## config.mk

```make
export PLATFORM = sky130hd
export DESIGN_NAME = descending_stable_rank_sorter_core
export DESIGN_NICKNAME = d
export VERILOG_FILES = /design/src/hw/rtl/dsrs_pkg.sv /design/src/hw/rtl/dsrs_cell.sv /design/src/hw/rtl/descending_stable_rank_sorter_core.sv
export SDC_FILE = /design/constraint.sdc
export NUM_CORES = 2
export LEC_CHECK = 0
export ABC_AREA = 1
export BUFFER_PORTS_ARGS = -buffer_cell sky130_fd_sc_hd__buf_2
export CAP_MARGIN = 20
export CELL_PAD_IN_SITES_DETAIL_PLACEMENT = 0
export CELL_PAD_IN_SITES_GLOBAL_PLACEMENT = 1
export CORE_MARGIN = 2
export CORE_UTILIZATION = 49
export CTS_CLUSTER_SIZE = 40
export DETAILED_ROUTE_END_ITERATION = 12
export PLACE_DENSITY = 0.86
export SLEW_MARGIN = 10
export SYNTH_ARGS = -nofsm -noshare
export SYNTH_HDL_FRONTEND = slang
export SYNTH_SLANG_ARGS = --single-unit
```

## constraint.sdc

```tcl
create_clock -name clk_i -period 2.69 [get_ports clk_i]
set_input_delay 0.1345 -clock clk_i [delete_from_list [all_inputs] [get_ports clk_i]]
set_output_delay 0.1345 -clock clk_i [all_outputs]
set_load 0.01 [all_outputs]
```

## src/hw/rtl/dsrs_pkg.sv

```systemverilog
package dsrs_pkg;

  localparam int unsigned KeyW  = 16;
  localparam int unsigned IdW   = 6;
  localparam int unsigned RankW = 7;

  localparam logic [RankW-1:0] ListLengthReset = RankW'(10);

  typedef struct packed {
    logic            valid;
    logic [KeyW-1:0] key;
    logic [IdW-1:0]  id;
  } rec_t;

  typedef struct packed {
    logic insert;
    logic shift;
  } cell_ctrl_t;

  typedef enum logic {
    StIdle,
    StEmit
  } state_e;

endpackage

```

## src/hw/rtl/dsrs_cell.sv

```systemverilog
module dsrs_cell (
  input  logic                clk_i,
  input  logic                rst_ni,
  input  dsrs_pkg::cell_ctrl_t ctrl_i,
  input  dsrs_pkg::rec_t      new_rec_i,
  input  dsrs_pkg::rec_t      left_rec_i,
  input  logic                left_ins_i,
  input  dsrs_pkg::rec_t      right_rec_i,
  output dsrs_pkg::rec_t      rec_o,
  output logic                ins_o
);

  logic                valid_q, valid_d;
  dsrs_pkg::rec_t      rec_q, rec_d;

  // new record goes ahead of this one only past a strictly smaller key
  assign ins_o = !valid_q || (new_rec_i.key > rec_q.key);

  always_comb begin
    rec_d   = rec_q;
    valid_d = valid_q;
    if (ctrl_i.shift) begin
      rec_d   = right_rec_i;
      valid_d = right_rec_i.valid;
    end else if (ctrl_i.insert && ins_o) begin
      if (left_ins_i) begin
        rec_d   = left_rec_i;
        valid_d = left_rec_i.valid;
      end else begin
        rec_d   = new_rec_i;
        valid_d = 1'b1;
      end
    end
  end

  always_ff @(posedge clk_i or negedge rst_ni) begin
    if (!rst_ni) begin
      valid_q <= 1'b0;
    end else begin
      valid_q <= valid_d;
    end
  end

  always_ff @(posedge clk_i) begin
    rec_q <= rec_d;
  end

  always_comb begin
    rec_o       = rec_q;
    rec_o.valid = valid_q;
  end

endmodule

```

## src/hw/rtl/descending_stable_rank_sorter_core.sv

```systemverilog
// Stable descending sorter built as a chain of MAX_ITEMS insertion cells. A record is
// accepted in every cycle in which start_i is high and busy_o is low; each one is placed
// into sorted position in that same cycle by the cell chain, so loading never waits on
// the sort. A record that arrives with the chain full is dropped. The record flagged
// last_item_i starts emission: the chain shifts toward cell 0, one result per cycle
// until all n records held are out, each marked by result_valid_o for exactly one cycle,
// and the receiver cannot stall them. busy_o is high from the edge that accepts the last
// record until cell 0 gives up the final record; results reach the ports through output
// registers, and the next run may load as soon as busy_o falls, in the cycle that
// carries the final result. Equal counts leave in arrival order. list_length should be
// written via list_length_we_i only while idle (the block does not enforce this) and resets to 10.
module descending_stable_rank_sorter_core #(
  parameter int unsigned MAX_ITEMS = 64
) (
  input  logic                        clk_i,
  input  logic                        rst_ni,
  input  logic                        list_length_we_i,
  input  logic [dsrs_pkg::RankW-1:0]  list_length_i,
  input  logic                        start_i,
  output logic                        busy_o,
  input  logic [dsrs_pkg::KeyW-1:0]   volume_i,
  input  logic [dsrs_pkg::IdW-1:0]    item_id_i,
  input  logic                        last_item_i,
  output logic                        result_valid_o,
  output logic [dsrs_pkg::RankW-1:0]  rank_o,
  output logic [dsrs_pkg::IdW-1:0]    out_item_id_o,
  output logic [dsrs_pkg::KeyW-1:0]   out_volume_o,
  output logic                        shown_o,
  output logic                        last_result_o
);

  dsrs_pkg::state_e            state_q, state_d;
  logic [dsrs_pkg::RankW-1:0]  list_len_q;
  logic [dsrs_pkg::RankW-1:0]  rank_q, rank_d;
  logic                        strobe_q, strobe_d;
  logic                        last_q, last_d;
  logic                        shown_q, shown_d;
  logic [dsrs_pkg::RankW-1:0]  orank_q, orank_d;
  logic [dsrs_pkg::IdW-1:0]    oid_q, oid_d;
  logic [dsrs_pkg::KeyW-1:0]   ovol_q, ovol_d;

  dsrs_pkg::rec_t              chain [MAX_ITEMS];
  logic                        ins [MAX_ITEMS];
  dsrs_pkg::rec_t              new_rec;
  dsrs_pkg::rec_t              empty_rec;
  dsrs_pkg::cell_ctrl_t        ctrl;
  logic                        accept;
  logic                        full;

  assign accept = start_i && !busy_o;
  assign full   = chain[MAX_ITEMS-1].valid;
  assign busy_o = (state_q == dsrs_pkg::StEmit);

  always_comb begin
    new_rec.valid = 1'b1;
    new_rec.key   = volume_i;
    new_rec.id    = item_id_i;
    empty_rec     = '0;
  end

  for (genvar g = 0; g < MAX_ITEMS; g++) begin : g_cell
    dsrs_pkg::rec_t left_rec, right_rec;
    logic           left_ins;
    if (g == 0) begin : g_first
      assign left_rec = empty_rec;
      assign left_ins = 1'b0;
    end else begin : g_mid
      assign left_rec = chain[g-1];
      assign left_ins = ins[g-1];
    end
    if (g == MAX_ITEMS-1) begin : g_end
      assign right_rec = empty_rec;
    end else begin : g_inner
      assign right_rec = chain[g+1];
    end
    dsrs_cell u_cell (
      .clk_i      (clk_i),
      .rst_ni     (rst_ni),
      .ctrl_i     (ctrl),
      .new_rec_i  (new_rec),
      .left_rec_i (left_rec),
      .left_ins_i (left_ins),
      .right_rec_i(right_rec),
      .rec_o      (chain[g]),
      .ins_o      (ins[g])
    );
  end

  always_comb begin
    state_d     = state_q;
    rank_d      = rank_q;
    strobe_d    = 1'b0;
    last_d      = 1'b0;
    shown_d     = 1'b0;
    orank_d     = orank_q;
    oid_d       = oid_q;
    ovol_d      = ovol_q;
    ctrl.insert = 1'b0;
    ctrl.shift  = 1'b0;
    unique case (state_q)
      dsrs_pkg::StIdle: begin
        ctrl.insert = accept && !full;
        if (accept && last_item_i) begin
          state_d = dsrs_pkg::StEmit;
          rank_d  = dsrs_pkg::RankW'(1);
        end
      end
      dsrs_pkg::StEmit: begin
        ctrl.shift = 1'b1;
        strobe_d   = 1'b1;
        orank_d    = rank_q;
        oid_d      = chain[0].id;
        ovol_d     = chain[0].key;
        shown_d    = (chain[0].key != '0) && (rank_q <= list_len_q);
        last_d     = !chain[1].valid;
        rank_d     = rank_q + dsrs_pkg::RankW'(1);
        if (!chain[1].valid) begin
          state_d = dsrs_pkg::StIdle;
        end
      end
      default: begin
        state_d = dsrs_pkg::StIdle;
      end
    endcase
  end

  always_ff @(posedge clk_i or negedge rst_ni) begin
    if (!rst_ni) begin
      state_q    <= dsrs_pkg::StIdle;
      list_len_q <= dsrs_pkg::ListLengthReset;
      rank_q     <= '0;
      strobe_q   <= 1'b0;
    end else begin
      state_q  <= state_d;
      rank_q   <= rank_d;
      strobe_q <= strobe_d;
      if (list_length_we_i) begin
        list_len_q <= list_length_i;
      end
    end
  end

  always_ff @(posedge clk_i) begin
    last_q  <= last_d;
    shown_q <= shown_d;
    orank_q <= orank_d;
    oid_q   <= oid_d;
    ovol_q  <= ovol_d;
  end

  assign result_valid_o = strobe_q;
  assign rank_o         = orank_q;
  assign out_item_id_o  = oid_q;
  assign out_volume_o   = ovol_q;
  assign shown_o        = shown_q;
  assign last_result_o  = last_q;

endmodule
```

==> impl_metrics.csv <==
group,metric,value,unit
status,status,"finished, final reports clean",
cells_and_area,area_growth,11.7,%
sta,slew_headroom,25.7,%
synthesis,ys_top_cells_by_area,"edfxtp_1 39%, nand2_1 18%, nand3_1 14%, ha_1 12%, inv_1 5.8%",
hold_path,min_path_type,"primary input to asynchronous set/reset pin",
routing,first_pass_iters,6,
global_routing,grt-ovfl-total,0,
clock_tree,cts_buffer_depth,3,
cells_and_area,drive_gt1_share,6.61,%
sta,min_period_over_period,95.9,%
synthesis,synth_nets,15700,
sta,fin_crit,2.58,ns
global_routing,grt_pass1_wl,591,mm
clock_tree,cts_tree,"done",
pwr,p_per_area,1260,nW/um^2
synthesis,synth_cell_types,29,
placement,port_buffers,66,
routing,routedWlPerCell,22.0,um
synthesis,yosys_warnings,0,
worst_setup_path,arrival,3.17,ns
worst_setup_path,r2r_cells,13,
clock_tree,root_buffer,"clkbuf_16",
clock_tree,clk-insertion-delay-late,0.84,ns
routing,route.detailed.drc,0,
worst_setup_path,endpoint_kind,"flop",
sta,hold_viol,0,
cells_and_area,finish.utilization,55.0,%
floorplanning,io_pins,67,
global_routing,grt_max_degree,203,
sta,slew_viol_final,0,
clock_tree,post_cts_buffers,0,
synthesis,syn_avg_cell_area,7.44,um^2
worst_setup_path,timing.rr.end,"g_cell[1].u_cell.rec_o[0]",
worst_setup_path,crit_type,"flop to flop",
clock_tree,clk_pin_slew,0.06,ns
worst_setup_path,crit-reg2reg-launch,"g_cell[0].u_cell.rec_o[11]",
synthesis,ys_seq_area_share,41.1,%
synthesis,ys_async_sr_fraction,5.27,%
cells_and_area,final_nets,15700,
worst_setup_path,reg2reg_slack,0.11,ns
routing,via_per_inst,5.82,
global_routing,first_global_vias,101000,
worst_setup_path,startpoint_type,"flop",
synthesis,synth_edf_count,1415,
clock_tree,clock_sinks,1519,
placement,gp_congestion,0.959,
routing,routed_wirelength,390,mm
floorplanning,die_height,476,um
sta,fin_setup_tns,0,ns
clock_tree,cts_buffers,184,
synthesis,synth_ff_type,"edfxtp_1",
sta,setup_viol,0,
global_routing,grt_usage,33.3,%
placement,hpwl,277,mm
floorplanning,start_util,49.2,%
clock_tree,htreeDepth,4,
sta,tightestPinTransition,1.11,ns
routing,num_vias,103000,
synthesis,yosys.area.top_type_share,38.8,%
global_routing,antenna_found_initial,9,
synthesis,synth_cells,14700,
worst_setup_path,critPathMaxFanout,22,
synthesis,ys_ff_latch,1519,
routing,drtAntennaViolNets,0,
floorplanning,core-area,222000,um^2
run,maxCapViolations,0,
synthesis,synth_common_cells,"5360 x nand2_1, 2980 x nand3_1, 1683 x inv_1, 1415 x edfxtp_1, 1016 x ha_1",
synthesis,yosysTopAreaCell,"edfxtp_1",
synthesis,yosysMostFrequentCell,"nand2_1",
sta,fin_skew,0.0289,ns
worst_setup_path,cp.required,3.28,ns
sta,rsz0062_at_grt,"no",
floorplanning,rows,173,
pwr,total_power,154000,uW
routing,first_iter_violations,11500,
floorplanning,die_x,476,um
floorplanning,dieArea,227000,um^2
pwr,peakVddDrop,842,uV
pwr,p_leak,0.0617,uW
sta,fmax,0.388,GHz
synthesis,synth_area,109000,um^2
[registers in the layout (all words and copies together), names as in the netlist]
signal	count
g_cell.u_cell.rec_o	1408
g_cell.u_cell.valid_q	64
out_volume_o	16
list_len_q	7
rank_o	7
rank_q	7
out_item_id_o	6
busy_o	1
last_result_o	1
result_valid_o	1
shown_o	1
[logic make-up after synthesis]
| group | Yosys count | share of synthesized area (%) |
|---|---|---|
| AND/OR/NAND/NOR | 8857 | 34.4 |
| flip-flops | 1519 | 41.1 |
| buffers and inverters | 2628 | 9.69 |
| AO/OA/AOI/OAI | 669 | 3.10 |
| adder cells (fa/ha/maj) | 1016 | 11.6 |
| multiplexers | 2 | 0.0206 |
[report_power, final]
part           switching (uW)  internal [uW]
clock network           10600          14700
registers                8910          45200
logic                   49900          24900
[cells in the final DEF (no fill, tap or decap), types with 3 or more instances in the layout]
cell type / Yosys / final
a21oi_1: 433 / 433
a31oi_1: 34 / 34
buf_12: 0 / 184
buf_2: 302 / 50
buf_4: 84 / 369
buf_6: 6 / 15
bufinv_16: 0 / 13
clkbuf_1: 521 / 52
clkbuf_16: 0 / 190
clkbuf_8: 0 / 22
clkinv_1: 0 / 29
clkinv_2: 0 / 24
clkinv_8: 0 / 3
dfrtp_1: 78 / 77
dfxtp_1: 24 / 24
diode_2: 0 / 5
dlygate4sd3_1: 0 / 29
edfxtp_1: 1415 / 1415
ha_1: 1016 / 1016
inv_1: 1683 / 1682
inv_4: 0 / 21
inv_6: 0 / 4
nand2_1: 5360 / 5360
nand2_2: 36 / 36
nand3_1: 2980 / 2980
nand4_1: 115 / 115
nor2_1: 261 / 260
nor3_1: 73 / 72
nor3_2: 27 / 28
o21ai_0: 175 / 174
o21ai_1: 25 / 26
[how the worst max path moves through the flow]
stage | end | cells after the start | startpoint | slack, ns
6_report | g_cell[1].u_cell.rec_o[0] | 13 | g_cell[0].u_cell.rec_o[11] | 0.11
5_1_grt | g_cell[1].u_cell.rec_o[0] | 13 | g_cell[0].u_cell.rec_o[11] | 0.02
4_1_cts | g_cell[1].u_cell.rec_o[0] | 13 | g_cell[0].u_cell.rec_o[11] | 0.02
3_5_place_dp | g_cell[1].u_cell.rec_o[0] | 14 | volume_i[5] | 0.02
3_3_place_gp | g_cell[1].u_cell.rec_o[0] | 13 | g_cell[0].u_cell.rec_o[11] | 0.07
2_1_floorplan | g_cell[0].u_cell.rec_o[0] | 15 | volume_i[0] | 0.07
[metrics by stage]
stage / setup WS, ns / hold WS (ns) / instance area, um^2 / std cells
after detailed placement: 0.0198 / 0.108 / 116000 / 17400
after global routing: 0.0159 / 0.0155 / 122000 / 17700
after global placement: 0.0669 / 0.108 / 116000 / 17400
final: 0.111 / 0.0437 / 122000 / 17700
after CTS: 0.0216 / 0.00783 / 122000 / 17700
after floorplan: 0.0734 / -0.161 / 109000 / 14700
[repair_timing]
action	CTS	global route
endpoints found under the hold margin	159	0
resized for setup	0	2
endpoints found under the setup margin	0	23
hold buffers	30	0
[layout make-up]
type                    count  area, um^2
flip-flops and latches   1519       45000
multi-input cells       10500       53800
clock buffers             264        5250
repair buffers            648        7190
well taps                2975        3720
inverters                1705        6460
diodes                      5        12.5
fillers                 21200       99900
clock inverters            76         738
[metal layers]
layer | vias to the layer above | part of all wire (%) | GRT usage [%] | wire (um)
met2 | 4947 | 45 | 52.9 | 174000
li1 | 48100 | - | - | -
met3 | 1023 | 9.0 | 4.65 | 34900
met1 | 49100 | 41 | 45.1 | 160000
met5 | - | 0 | 0 | 0
met4 | 0 | 5.2 | 15.2 | 20300
[worst max-delay path, stage by stage, from the launching register on]
cell	delay [ns]
edfxtp_1	0.48
inv_1	0.18
ha_1	0.27
a21oi_1	0.15
nor2_1	0.06
nor3_2	0.27
nand2_1	0.09
nand2_1	0.06
nand2_1	0.04
nand2_1	0.08
buf_4	0.31
nand3_1	0.11
nand3_1	0.15
nand2_1	0.07
No activity file was read; power rests on OpenSTA's default activity.
